[src/rtl/rfd_pkg.sv]
// Shared constants, codes and payload types of the rectangle fill display sequencer.
`default_nettype none

package rfd_pkg;

	localparam int MAX_PANEL_DIM = 1024;
	localparam int DIM_W         = $clog2(MAX_PANEL_DIM + 1);
	localparam int PIX_W         = $clog2(MAX_PANEL_DIM * MAX_PANEL_DIM + 1);
	localparam int CFG_W         = 11;
	localparam int OFS_W         = 10;
	localparam int CFG_IDX_W     = 2;
	localparam int QUEUE_DEPTH   = 4;

	// register indexes of the configuration port
	localparam logic [CFG_IDX_W-1:0] CFG_PANEL_WIDTH   = 2'd0;
	localparam logic [CFG_IDX_W-1:0] CFG_PANEL_HEIGHT  = 2'd1;
	localparam logic [CFG_IDX_W-1:0] CFG_COLUMN_OFFSET = 2'd2;
	localparam logic [CFG_IDX_W-1:0] CFG_ROW_OFFSET    = 2'd3;

	localparam logic [CFG_W-1:0] PANEL_WIDTH_RST  = 11'd240;
	localparam logic [CFG_W-1:0] PANEL_HEIGHT_RST = 11'd320;
	localparam logic [OFS_W-1:0] OFFSET_RST       = 10'd0;

	// request kinds
	localparam logic CMD_START = 1'b0;
	localparam logic CMD_SLOT  = 1'b1;

	// display command bytes
	localparam logic [7:0] DC_COLUMN_SET   = 8'h2A;
	localparam logic [7:0] DC_ROW_SET      = 8'h2B;
	localparam logic [7:0] DC_MEMORY_WRITE = 8'h2C;

	// header byte positions
	localparam logic [3:0] HS_COL_CMD   = 4'd0;
	localparam logic [3:0] HS_COL_S_HI  = 4'd1;
	localparam logic [3:0] HS_COL_S_LO  = 4'd2;
	localparam logic [3:0] HS_COL_E_HI  = 4'd3;
	localparam logic [3:0] HS_COL_E_LO  = 4'd4;
	localparam logic [3:0] HS_ROW_CMD   = 4'd5;
	localparam logic [3:0] HS_ROW_S_HI  = 4'd6;
	localparam logic [3:0] HS_ROW_S_LO  = 4'd7;
	localparam logic [3:0] HS_ROW_E_HI  = 4'd8;
	localparam logic [3:0] HS_ROW_E_LO  = 4'd9;
	localparam logic [3:0] HS_MEM_CMD   = 4'd10;

	typedef struct packed {
		logic        cmd;
		logic [15:0] left;
		logic [15:0] top;
		logic [15:0] rect_width;
		logic [15:0] rect_height;
		logic [15:0] fill_color;
	} cmd_item_t;

	typedef struct packed {
		logic [7:0] out_byte;
		logic       is_data;
		logic       last;
	} tx_item_t;

	typedef struct packed {
		logic [CFG_W-1:0] panel_width;
		logic [CFG_W-1:0] panel_height;
		logic [OFS_W-1:0] column_offset;
		logic [OFS_W-1:0] row_offset;
	} rfd_cfg_t;

	// one classified request between front and back
	typedef struct packed {
		logic             is_start;
		logic [15:0]      col_start;
		logic [15:0]      col_end;
		logic [15:0]      row_start;
		logic [15:0]      row_end;
		logic [15:0]      color;
		logic [PIX_W-1:0] pixels;
	} fill_req_t;

endpackage

`default_nettype wire

[src/rtl/rect_fill_display_sequencer.sv]
// Top level of the rectangle fill display sequencer: config registers, front, queue, back.
// Path: a transmit-slot request passes the front clip stage, the queue and the output register
// before its byte shows on tx_valid.
// Throughput: one request per cycle while the queue has room; every transmit slot yields one byte while a fill runs.
// The front stalls only when the queue is full; the back stalls only on tx_stall.
// Reset: panel 240 x 320, offsets zero, sequencer idle, queue and output register empty.
`default_nettype none

module rect_fill_display_sequencer
	import rfd_pkg::*;
#(
	parameter int QUEUE_DEPTH_P = QUEUE_DEPTH
) (
	input  wire logic                 clk,
	input  wire logic                 arst_n,
	input  wire logic                 cfg_wen,
	input  wire logic [CFG_IDX_W-1:0] cfg_index,
	input  wire logic [CFG_W-1:0]     cfg_data,
	input  wire logic                 cmd_valid,
	output logic                      cmd_stall,
	input  wire cmd_item_t            cmd_item,
	output logic                      tx_valid,
	input  wire logic                 tx_stall,
	output tx_item_t                  tx_item
);

	rfd_cfg_t  cfg_q;
	logic      push;
	fill_req_t push_data;
	logic      full;
	logic      pop;
	fill_req_t pop_data;
	logic      empty;

	// Configuration registers; the user must write them only while the block is idle, which the
	// block does not enforce, so the front may read them directly when it clips a start request.
	always_ff @(posedge clk or negedge arst_n) begin
		if (!arst_n) begin
			cfg_q.panel_width   <= PANEL_WIDTH_RST;
			cfg_q.panel_height  <= PANEL_HEIGHT_RST;
			cfg_q.column_offset <= OFFSET_RST;
			cfg_q.row_offset    <= OFFSET_RST;
		end else if (cfg_wen) begin
			case (cfg_index)
				CFG_PANEL_WIDTH:   cfg_q.panel_width   <= cfg_data;
				CFG_PANEL_HEIGHT:  cfg_q.panel_height  <= cfg_data;
				CFG_COLUMN_OFFSET: cfg_q.column_offset <= cfg_data[OFS_W-1:0];
				CFG_ROW_OFFSET:    cfg_q.row_offset    <= cfg_data[OFS_W-1:0];
				default: begin
				end
			endcase
		end
	end

	// Front: clip the rectangle, compute window ends, drop out-of-panel starts,
	// and multiply the clipped size into a pixel count on the way into the queue.
	rfd_front u_front (
		.clk       (clk),
		.arst_n    (arst_n),
		.cfg       (cfg_q),
		.cmd_valid (cmd_valid),
		.cmd_stall (cmd_stall),
		.cmd_item  (cmd_item),
		.push      (push),
		.push_data (push_data),
		.full      (full)
	);

	// Queue: decouple the request side from the byte side.
	rfd_queue #(
		.DEPTH (QUEUE_DEPTH_P)
	) u_queue (
		.clk       (clk),
		.arst_n    (arst_n),
		.push      (push),
		.push_data (push_data),
		.full      (full),
		.pop       (pop),
		.pop_data  (pop_data),
		.empty     (empty)
	);

	// Back: latch a start when idle, ignore it when busy; on each slot while a fill runs, emit the
	// next header or pixel byte into the output register.
	rfd_back u_back (
		.clk      (clk),
		.arst_n   (arst_n),
		.empty    (empty),
		.pop_data (pop_data),
		.pop      (pop),
		.tx_valid (tx_valid),
		.tx_stall (tx_stall),
		.tx_item  (tx_item)
	);

endmodule

`default_nettype wire

[src/rtl/rfd_front.sv]
// Front end: accepts requests, clips the rectangle, drops rejected starts, feeds the queue.
`default_nettype none

module rfd_front
	import rfd_pkg::*;
(
	input  wire logic      clk,
	input  wire logic      arst_n,
	input  wire rfd_cfg_t  cfg,
	input  wire logic      cmd_valid,
	output logic           cmd_stall,
	input  wire cmd_item_t cmd_item,
	output logic           push,
	output fill_req_t      push_data,
	input  wire logic      full
);

	logic             v_s1;
	logic             is_start_s1;
	logic [15:0]      col_start_s1;
	logic [15:0]      col_end_s1;
	logic [15:0]      row_start_s1;
	logic [15:0]      row_end_s1;
	logic [15:0]      color_s1;
	logic [DIM_W-1:0] w_s1;
	logic [DIM_W-1:0] h_s1;

	logic        accept;
	logic [15:0] pw;
	logic [15:0] ph;
	logic [15:0] col_ofs;
	logic [15:0] row_ofs;
	logic        col_over;
	logic        row_over;
	logic        reject;
	logic [15:0] w_clip;
	logic [15:0] h_clip;
	logic [15:0] col_end;
	logic [15:0] row_end;
	logic [2*DIM_W-1:0] prod;

	// panel sizes above the maximum act as the maximum
	assign pw = (16'(cfg.panel_width) > 16'(MAX_PANEL_DIM)) ? 16'(MAX_PANEL_DIM)
		: 16'(cfg.panel_width);
	assign ph = (16'(cfg.panel_height) > 16'(MAX_PANEL_DIM)) ? 16'(MAX_PANEL_DIM)
		: 16'(cfg.panel_height);
	assign col_ofs = 16'(cfg.column_offset);
	assign row_ofs = 16'(cfg.row_offset);

	assign reject   = (cmd_item.left >= pw) || (cmd_item.top >= ph);
	assign col_over = (17'(cmd_item.left) + 17'(cmd_item.rect_width)) > 17'(pw);
	assign row_over = (17'(cmd_item.top) + 17'(cmd_item.rect_height)) > 17'(ph);
	assign w_clip   = col_over ? pw - cmd_item.left : cmd_item.rect_width;
	assign h_clip   = row_over ? ph - cmd_item.top : cmd_item.rect_height;
	// a clipped end sits at the panel edge whatever the start
	assign col_end  = col_over ? pw + col_ofs - 16'd1
		: cmd_item.left + cmd_item.rect_width + col_ofs - 16'd1;
	assign row_end  = row_over ? ph + row_ofs - 16'd1
		: cmd_item.top + cmd_item.rect_height + row_ofs - 16'd1;

	assign push      = v_s1 && !full;
	assign cmd_stall = v_s1 && full;
	assign accept    = cmd_valid && !cmd_stall;

	always_ff @(posedge clk or negedge arst_n) begin
		if (!arst_n) begin
			v_s1 <= 1'b0;
		end else if (accept) begin
			v_s1 <= (cmd_item.cmd == CMD_SLOT) || !reject;
		end else if (push) begin
			v_s1 <= 1'b0;
		end
	end

	always_ff @(posedge clk) begin
		if (accept) begin
			is_start_s1  <= (cmd_item.cmd == CMD_START);
			col_start_s1 <= cmd_item.left + col_ofs;
			col_end_s1   <= col_end;
			row_start_s1 <= cmd_item.top + row_ofs;
			row_end_s1   <= row_end;
			color_s1     <= cmd_item.fill_color;
			w_s1         <= w_clip[DIM_W-1:0];
			h_s1         <= h_clip[DIM_W-1:0];
		end
	end

	assign prod = w_s1 * h_s1;

	always_comb begin
		push_data.is_start  = is_start_s1;
		push_data.col_start = col_start_s1;
		push_data.col_end   = col_end_s1;
		push_data.row_start = row_start_s1;
		push_data.row_end   = row_end_s1;
		push_data.color     = color_s1;
		push_data.pixels    = prod[PIX_W-1:0];
	end

endmodule

`default_nettype wire

[src/rtl/rfd_queue.sv]
// Short request queue between the front end and the byte sequencer.
`default_nettype none

module rfd_queue
	import rfd_pkg::*;
#(
	parameter int DEPTH = QUEUE_DEPTH
) (
	input  wire logic      clk,
	input  wire logic      arst_n,
	input  wire logic      push,
	input  wire fill_req_t push_data,
	output logic           full,
	input  wire logic      pop,
	output fill_req_t      pop_data,
	output logic           empty
);

	localparam int PTR_W = $clog2(DEPTH);
	localparam int CNT_W = $clog2(DEPTH + 1);

	fill_req_t        mem_q [DEPTH];
	logic [PTR_W-1:0] wr_ptr_q;
	logic [PTR_W-1:0] rd_ptr_q;
	logic [CNT_W-1:0] count_q;

	assign full     = (count_q == CNT_W'(DEPTH));
	assign empty    = (count_q == '0);
	assign pop_data = mem_q[rd_ptr_q];

	always_ff @(posedge clk or negedge arst_n) begin
		if (!arst_n) begin
			wr_ptr_q <= '0;
			rd_ptr_q <= '0;
			count_q  <= '0;
		end else begin
			if (push) begin
				wr_ptr_q <= (wr_ptr_q == PTR_W'(DEPTH - 1)) ? '0 : wr_ptr_q + PTR_W'(1);
			end
			if (pop) begin
				rd_ptr_q <= (rd_ptr_q == PTR_W'(DEPTH - 1)) ? '0 : rd_ptr_q + PTR_W'(1);
			end
			if (push && !pop) begin
				count_q <= count_q + CNT_W'(1);
			end else if (pop && !push) begin
				count_q <= count_q - CNT_W'(1);
			end
		end
	end

	always_ff @(posedge clk) begin
		if (push) begin
			mem_q[wr_ptr_q] <= push_data;
		end
	end

endmodule

`default_nettype wire

[src/rtl/rfd_back.sv]
// Back end: steps through header and pixel bytes and holds the output register.
`default_nettype none

module rfd_back
	import rfd_pkg::*;
(
	input  wire logic      clk,
	input  wire logic      arst_n,
	input  wire logic      empty,
	input  wire fill_req_t pop_data,
	output logic           pop,
	output logic           tx_valid,
	input  wire logic      tx_stall,
	output tx_item_t       tx_item
);

	typedef enum logic [2:0] {
		PH_IDLE   = 3'b001,
		PH_HEADER = 3'b010,
		PH_PIXEL  = 3'b100
	} phase_t;

	phase_t           phase_q;
	phase_t           phase_d;
	logic [3:0]       step_q;
	logic [PIX_W-1:0] pix_q;
	logic [PIX_W-1:0] pix_d;
	logic [PIX_W-1:0] pix_dec;
	logic             low_q;
	logic [15:0]      col_start_q;
	logic [15:0]      col_end_q;
	logic [15:0]      row_start_q;
	logic [15:0]      row_end_q;
	logic [15:0]      color_q;

	logic     out_v_q;
	tx_item_t out_q;

	logic     out_free;
	logic     load;
	logic     emit;
	tx_item_t res;

	assign out_free = !out_v_q || !tx_stall;
	assign pop      = !empty && out_free;
	assign load     = pop && pop_data.is_start && (phase_q == PH_IDLE);
	assign emit     = pop && !pop_data.is_start && (phase_q != PH_IDLE);
	assign pix_dec  = (pix_q != '0) ? pix_q - PIX_W'(1) : pix_q;

	always_comb begin
		res     = '0;
		phase_d = phase_q;
		pix_d   = pix_q;
		case (phase_q)
			PH_HEADER: begin
				res.is_data = 1'b1;
				case (step_q)
					HS_COL_CMD: begin
						res.out_byte = DC_COLUMN_SET;
						res.is_data  = 1'b0;
					end
					HS_COL_S_HI: res.out_byte = col_start_q[15:8];
					HS_COL_S_LO: res.out_byte = col_start_q[7:0];
					HS_COL_E_HI: res.out_byte = col_end_q[15:8];
					HS_COL_E_LO: res.out_byte = col_end_q[7:0];
					HS_ROW_CMD: begin
						res.out_byte = DC_ROW_SET;
						res.is_data  = 1'b0;
					end
					HS_ROW_S_HI: res.out_byte = row_start_q[15:8];
					HS_ROW_S_LO: res.out_byte = row_start_q[7:0];
					HS_ROW_E_HI: res.out_byte = row_end_q[15:8];
					HS_ROW_E_LO: res.out_byte = row_end_q[7:0];
					default: begin
						res.out_byte = DC_MEMORY_WRITE;
						res.is_data  = 1'b0;
					end
				endcase
				if (step_q >= HS_MEM_CMD) begin
					if (pix_q == '0) begin
						res.last = 1'b1;
						phase_d  = PH_IDLE;
					end else begin
						phase_d = PH_PIXEL;
					end
				end
			end
			PH_PIXEL: begin
				res.is_data = 1'b1;
				if (!low_q) begin
					res.out_byte = color_q[15:8];
				end else begin
					res.out_byte = color_q[7:0];
					pix_d        = pix_dec;
					if (pix_dec == '0) begin
						res.last = 1'b1;
						phase_d  = PH_IDLE;
					end
				end
			end
			default: begin
				res = '0;
			end
		endcase
	end

	always_ff @(posedge clk or negedge arst_n) begin
		if (!arst_n) begin
			phase_q <= PH_IDLE;
			step_q  <= '0;
			pix_q   <= '0;
			low_q   <= 1'b0;
			out_v_q <= 1'b0;
		end else begin
			if (load) begin
				phase_q <= PH_HEADER;
				step_q  <= HS_COL_CMD;
				pix_q   <= pop_data.pixels;
				low_q   <= 1'b0;
			end else if (emit) begin
				phase_q <= phase_d;
				pix_q   <= pix_d;
				if (phase_q == PH_HEADER) begin
					step_q <= step_q + 4'd1;
				end else begin
					low_q <= !low_q;
				end
			end
			if (emit) begin
				out_v_q <= 1'b1;
			end else if (!tx_stall) begin
				out_v_q <= 1'b0;
			end
		end
	end

	always_ff @(posedge clk) begin
		if (load) begin
			col_start_q <= pop_data.col_start;
			col_end_q   <= pop_data.col_end;
			row_start_q <= pop_data.row_start;
			row_end_q   <= pop_data.row_end;
			color_q     <= pop_data.color;
		end
		if (emit) begin
			out_q <= res;
		end
	end

	assign tx_valid = out_v_q;
	assign tx_item  = out_q;

endmodule

`default_nettype wire
[config.mk]
export PLATFORM = sky130hd
export DESIGN_NAME = rect_fill_display_sequencer
export DESIGN_NICKNAME = d
export VERILOG_FILES = /design/src/rtl/rfd_pkg.sv /design/src/rtl/rect_fill_display_sequencer.sv /design/src/rtl/rfd_front.sv /design/src/rtl/rfd_queue.sv /design/src/rtl/rfd_back.sv
export SDC_FILE = /design/constraint.sdc
export NUM_CORES = 1
export LEC_CHECK = 0
export ABC_AREA = 1
export BUFFER_PORTS_ARGS = -buffer_cell sky130_fd_sc_hd__buf_2
export CORE_ASPECT_RATIO = 0.8
export CORE_UTILIZATION = 35
export DETAILED_ROUTE_END_ITERATION = 8
export SLEW_MARGIN = 25
export SYNTH_ARGS = -nofsm -noshare
export SYNTH_HDL_FRONTEND = slang
export SYNTH_SLANG_ARGS = --single-unit
[constraint.sdc]
create_clock -name clk -period 8.1 [get_ports clk]
set_clock_uncertainty 0.1 [all_clocks]
set_input_delay 1.62 -clock clk [delete_from_list [all_inputs] [get_ports clk]]
set_output_delay 1.62 -clock clk [all_outputs]
set_load 0.1 [all_outputs]
==> flow_summary.toml, run 1 <==
[global_route]
grt_pass1_vias = 25800
grt.total_usage_pct = 18.7
overflow = 0
grt_pass1_wl_um = 161000
grt_max_degree = 152
antenna_found_initial = 6

[synth]
yosysTopAreaCell = "edfxtp_1"
ys_ff_latch = 681
synth.avg_cell_area_um2 = 10.2
async_reset_ff_share_pct = 11.7
synth_edf_count = 601
yosysSeqAreaShare_pct = 51.6
synth_cells = 3811
synthFlopType = "edfxtp_1"
ys_warn_count = 0
syn-num-nets = 4314
yosysUniqueCellTypes = 58
yosys-top-cells-area = "edfxtp_1 (46%), ha_1 (9.5%), nand2_1 (6.6%)"
synth_top_area_share_pct = 46.5
synthesis.area_um2 = 38800

[place]
io_buffer_count = 110
dpl_worst_slack_ns = 2.44
hpwl_um = 75100
place_congestion = 0.954

[clock_tree]
post_cts_buffers = 0
cts_made_buffers = 66
cts.sinks = 681
clockRootBuffer = "clkbuf_16"
postCtsHoldBufs = 0
clockBufferDepth = 3
clock_latency_ns = 0.65
cts.repair.resized = 0
path_clk_slew_ns = 0.06
h-tree-depth = 3
tritoncts = "done"

[final_layout]
layout_commonest_cell = "nand2_1"
areaGrowthSynthToFinish_pct = 10.8
diodes = 0
nets = 4386
final_layout_size_suffix_gt1_share_pct = 6.91
layout_common_cells = "nand2_1 (679), edfxtp_1 (601), inv_1 (550)"

[power_and_ir_drop]
seqPwrFrac_pct = 32.9
internal_power_mw = 11.0
swShare_pct = 44.8
p_leak_nw = 18.4
clockPowerShare_pct = 15.5
power_density_nw_per_um2 = 464
ir_drop_mv = 0.775
p_switching_mw = 8.95
pwr-share-comb_pct = 51.6

[timing]
timing.final.hold_violations = 0
finalCritPeriodShare_pct = 69.3
rsz0062_at_grt = "no"
tightest_slew_ns = 1.11
finalWorstSetupSlack_ns = 2.49
setup-tns-final_ns = 0
max_freq_mhz = 178
slew_viol_final = 0
max-slew-margin-rel_pct = 24.7
setup_viol = 0
min_period_ns = 5.61

[setup_path]
critPathLaunchType = "flop"
timing_worst_setup_path_type = "flop to flop"
cp_max_fo = 11
cp.arrival_ns = 5.92
cp.required_ns = 8.41
cp-end-kind = "flop"

[run]
cap_violations = 0

[floorplanning]
die_w_um = 374
design.die.area_um2 = 112000
core_um2 = 109000
rows = 108
dieHeight_um = 300
start_util_pct = 35.6
num_io_pins = 111

[drt]
vias = 27400
ant_nets = 0
firstDrtPassIters = 6
via_per_inst = 5.10
drt_iter0_drc = 2398
routedWlPerCell_um = 19.7
drc = 0
routed_wl_um = 106000

[min_path]
hold_class = "flop to flop"

[status]
status = "complete, no violations"
[sequential cells by signal, summed over array words and instances (netlist names), 4 cells and up]
signal and flops:
u_queue.mem_q 408, cfg_q 42, u_back.pix_q 21, u_back.col_end_q 16, u_back.col_start_q 16, u_back.color_q 16, u_back.row_end_q 16, u_back.row_start_q 16
u_front.col_end_s1 16, u_front.col_start_s1 16, u_front.color_s1 16, u_front.row_end_s1 16, u_front.row_start_s1 16, u_front.h_s1 11, u_front.w_s1 11, u_back.tx_item 10
u_back.step_q 4
[kinds of logic after synthesis]
logic type	Yosys count	synth area share, %
buffers and inverters	686	6.83
flip-flops	681	51.6
adder cells (fa/ha/maj)	404	15.1
XOR/XNOR	153	3.50
AND/OR/NAND/NOR	1218	13.0
multiplexers	1	0.0290
AO/OA/AOI/OAI	668	9.88
[power groups by stage]
stage | logic, mW | clock network, mW | registers [mW]
5_1_grt | 11.5 | 3.29 | 6.60
3_5_place_dp | 10.2 | 0 | 6.67
4_1_cts | 10.3 | 3.15 | 6.60
2_1_floorplan | 7.23 | 0 | 6.68
6_report | 10.3 | 3.10 | 6.58
3_3_place_gp | 10.1 | 0 | 6.67
[worst max-delay path, stage by stage, from the launching register on]
cell,delay [ns]
edfxtp_1,0.72
nand2_1,0.15
fa_1,0.47
fa_1,0.44
inv_1,0.08
fa_1,0.45
fa_1,0.55
inv_1,0.05
fa_1,0.47
inv_1,0.04
ha_1,0.34
nand2_1,0.06
inv_1,0.05
a21oi_1,0.08
o21ai_0,0.40
a21boi_0,0.23
o21ai_0,0.31
xor2_1,0.37
[synth_stat cells, drive strengths merged, types with 9 or more instances]
cell type / number
buf: 31
nand2: 685
a221o: 17
ha: 296
a21o: 11
o211ai: 9
nor4: 9
fa: 108
o21ai: 291
a31oi: 10
a21oi: 177
dfrtp: 73
edfxtp: 601
xnor2: 38
nor3: 21
o221ai: 19
clkbuf: 97
inv: 554
nor2: 318
nand4: 76
o22ai: 83
nand3: 100
xor2: 115
[layout make-up]
class	count	area (µm²)
well taps	1430	1790
repair buffers	132	731
multi-input cells	2444	16200
clock inverters	41	419
clock buffers	80	1750
flip-flops and latches	681	20100
fillers	10700	66200
inverters	558	2100
[per-layer routing]
layer	up-vias	track usage [%]	routed length, µm
met1	13200	28.9	52100
met4	4	4.50	1990
met2	953	27.4	44700
li1	13100	-	-
met3	125	2.80	7030
met5	-	0	22
[worst paths after layout]
check,startpoint,endpoint,slack [ns],cells past startpoint
worst max-delay path,u_front.w_s1[3],u_queue.mem_q[1][15],2.49,17
worst min-delay path,cfg_q[25],cfg_q[25],0.39,2
worst max register to register,u_front.w_s1[3],u_queue.mem_q[1][15],2.49,17
worst min register to register,cfg_q[25],cfg_q[25],0.39,2
max in group asynchronous,arst_n,cfg_q[30],5.90,2
min in group asynchronous,arst_n,u_queue.count_q[0],0.79,1
[per-stage QoR]
step / hold slack [ns] / power (mW) / instance area (µm²) / utilization, % / cells
after floorplan: 0.353 / 13.9 / 38800 / - / 3811
after global placement: 0.371 / 16.8 / 40900 / 37.4 / 5245
after detailed placement: 0.380 / 16.9 / 40900 / 37.4 / 5245
after CTS: 0.389 / 20.0 / 43000 / 39.4 / 5366
after global routing: 0.410 / 21.4 / 43000 / 39.4 / 5366
final: 0.389 / 20.0 / 43000 / 39.4 / 5366
(Power assumes the default switching activity.)
==> inputs of run 2 (changes only) <==
- clock period: 8.1 -> 4.5 ns (I/O delays scaled with it)
==> flow_summary.toml, run 2 (synthesis gave the netlist of run 1 again) <==
[status]
status = "complete, but fails checks"
violations = "negative setup slack"

[drt]
drt_iter0_drc = 2436
vias = 28100
routedWlPerCell_um = 19.4
drc = 0
ant_nets = 0
firstDrtPassIters = 5
routed_wl_um = 107000
via_per_inst = 5.09

[timing]
finalWorstSetupSlack_ns = -0.366
min_period_ns = 4.87
setup_viol = 40
timing.final.hold_violations = 0
finalCritPeriodShare_pct = 108
max-slew-margin-rel_pct = 32.1
max_freq_mhz = 206
slew_viol_final = 0
tightest_slew_ns = 1.02
rsz0062_at_grt = "yes"

[setup_path]
crit_top_cell = "fa_1"
cp_max_fo = 8
cp.arrival_ns = 5.15
crit_buf_inv = 6
critPathTopFamily = "adder cells"
cp_cell_sequence = "nand2_1 -> inv_2 -> fa_1 -> fa_1 -> fa_1 -> fa_1 -> inv_2 -> fa_1 -> inv_2 -> ha_4 -> buf_6 -> a21oi_4 -> o211ai_1 -> buf_4 -> buf_4 -> nand2_2 -> nand3_2 -> xor2_4"
max_stage_delay_ns = 0.55
cp.required_ns = 4.79
slowest_stage = "edfxtp_1"
critPathLaunchType = "flop"
path_depth = 18
timing_worst_setup_path_type = "flop to flop"
cp-end-kind = "flop"
ff2ff_path_depth = 18

[final_layout]
multi_input_area_um2 = 16700
seqCellArea_um2 = 20100
fillCellCount = 10400
final_core_util_pct = 41.3
nets = 4535
final_layout_size_suffix_gt1_share_pct = 12.7
top_regs = "u_queue.mem_q x408, cfg_q x42, u_back.pix_q x21"
layout_common_cells = "nand2_1 (652), edfxtp_1 (601), inv_1 (538)"
largest_reg_flops = 408
layout_commonest_cell = "nand2_1"
regMostFlops = "u_queue.mem_q"
areaGrowthSynthToFinish_pct = 16.1

[global_route]
grt.met3_usage_pct = 3.17
grtUsageMet2_pct = 27.9
overflow = 0
grt_max_degree = 95
grt_pass1_wl_um = 162000
grt_pass1_vias = 26700
antenna_found_initial = 9
busiest_layer = "met1"
met1_usage_pct = 28.2
grt.total_usage_pct = 19.0

[place]
io_buffer_count = 110
place_congestion = 0.915
hpwl_um = 77400

[clock_tree]
cts_made_buffers = 69
clockBufferDepth = 3
h-tree-depth = 3
path_clk_slew_ns = 0.07
clockRootBuffer = "clkbuf_16"
cts.sinks = 681
clock_latency_ns = 0.66
tritoncts = "done"
postCtsHoldBufs = 0

[floorplanning]
rows = 108
dieHeight_um = 300
num_io_pins = 111
design.die.area_um2 = 112000
die_w_um = 374
start_util_pct = 35.6
core_um2 = 109000

[run]
cap_violations = 0

[min_path]
hold_class = "input pin to asynchronous set/reset pin"
## run 2: through the flow
stage	instances	hold slack, ns	setup TNS (ns)	setup slack, ns	instance area, µm²
global placement	5372	0.369	-16.37	-0.454	42100
finish	5518	0.0514	-11.18	-0.366	45100
CTS	5514	0.262	-8.13	-0.260	44900
floorplan	3811	0.353	-427.30	-1.05	39100
global route	5516	0.0518	-18.41	-0.554	45100
detailed placement	5373	0.371	-18.69	-0.546	42100
## run 2: worst paths after layout
| check | slack, ns | startpoint | to |
|---|---|---|---|
| hold reg to reg | 0.38 | u_back.phase_q[0] | u_back.phase_q[0] |
| min in group clk | 0.32 | cmd_item[13] | u_front.color_s1[13] |
| setup / recovery | -0.37 | u_front.w_s1[4] | u_queue.mem_q[0][20] |
| max in group asynchronous | 3.59 | arst_n | cfg_q[36] |
| setup reg to reg | -0.37 | u_front.w_s1[4] | u_queue.mem_q[0][20] |
| hold / removal | 0.05 | arst_n | u_queue.rd_ptr_q[0] |
## run 2: final cells by class
cell class / count / area share, %
Tap cell: 1430 / 3.97
Inverter: 558 / 4.67
Sequential cell: 681 / 44.5
Clock buffer: 80 / 4.08
Multi-Input combinational cell: 2444 / 37.1
Clock inverter: 45 / 1.13
Antenna cell: 2 / 0.0111
Timing Repair Buffer: 278 / 4.58
## run 2: routing by layer
layer,routed length (µm),vias to the layer above
met5,14,-
met4,3250,4
met3,7080,164
met2,45500,879
met1,51400,13600
li1,-,13400
## run 2: worst register-to-register path, cell delays in order, from the launching register on
cell,delay [ns]
edfxtp_1,0.55
nand2_1,0.14
inv_2,0.04
fa_1,0.55
fa_1,0.43
fa_1,0.49
fa_1,0.51
inv_2,0.04
fa_1,0.48
inv_2,0.05
ha_4,0.22
buf_6,0.14
a21oi_4,0.11
o211ai_1,0.14
buf_4,0.16
buf_4,0.12
nand2_2,0.05
nand3_2,0.10
xor2_4,0.18
## run 2: what timing repair did
item	4_1_cts	5_1_grt
buffers inserted	17	4
pin swaps	34	14
setup endpoints to repair	52	52
gates resized for setup	68	35
gates cloned	0	0
Power of run 2 is left out: the tool's default activity adds up to more than one toggle a clock period on the data nets, which glitch-free logic cannot reach.
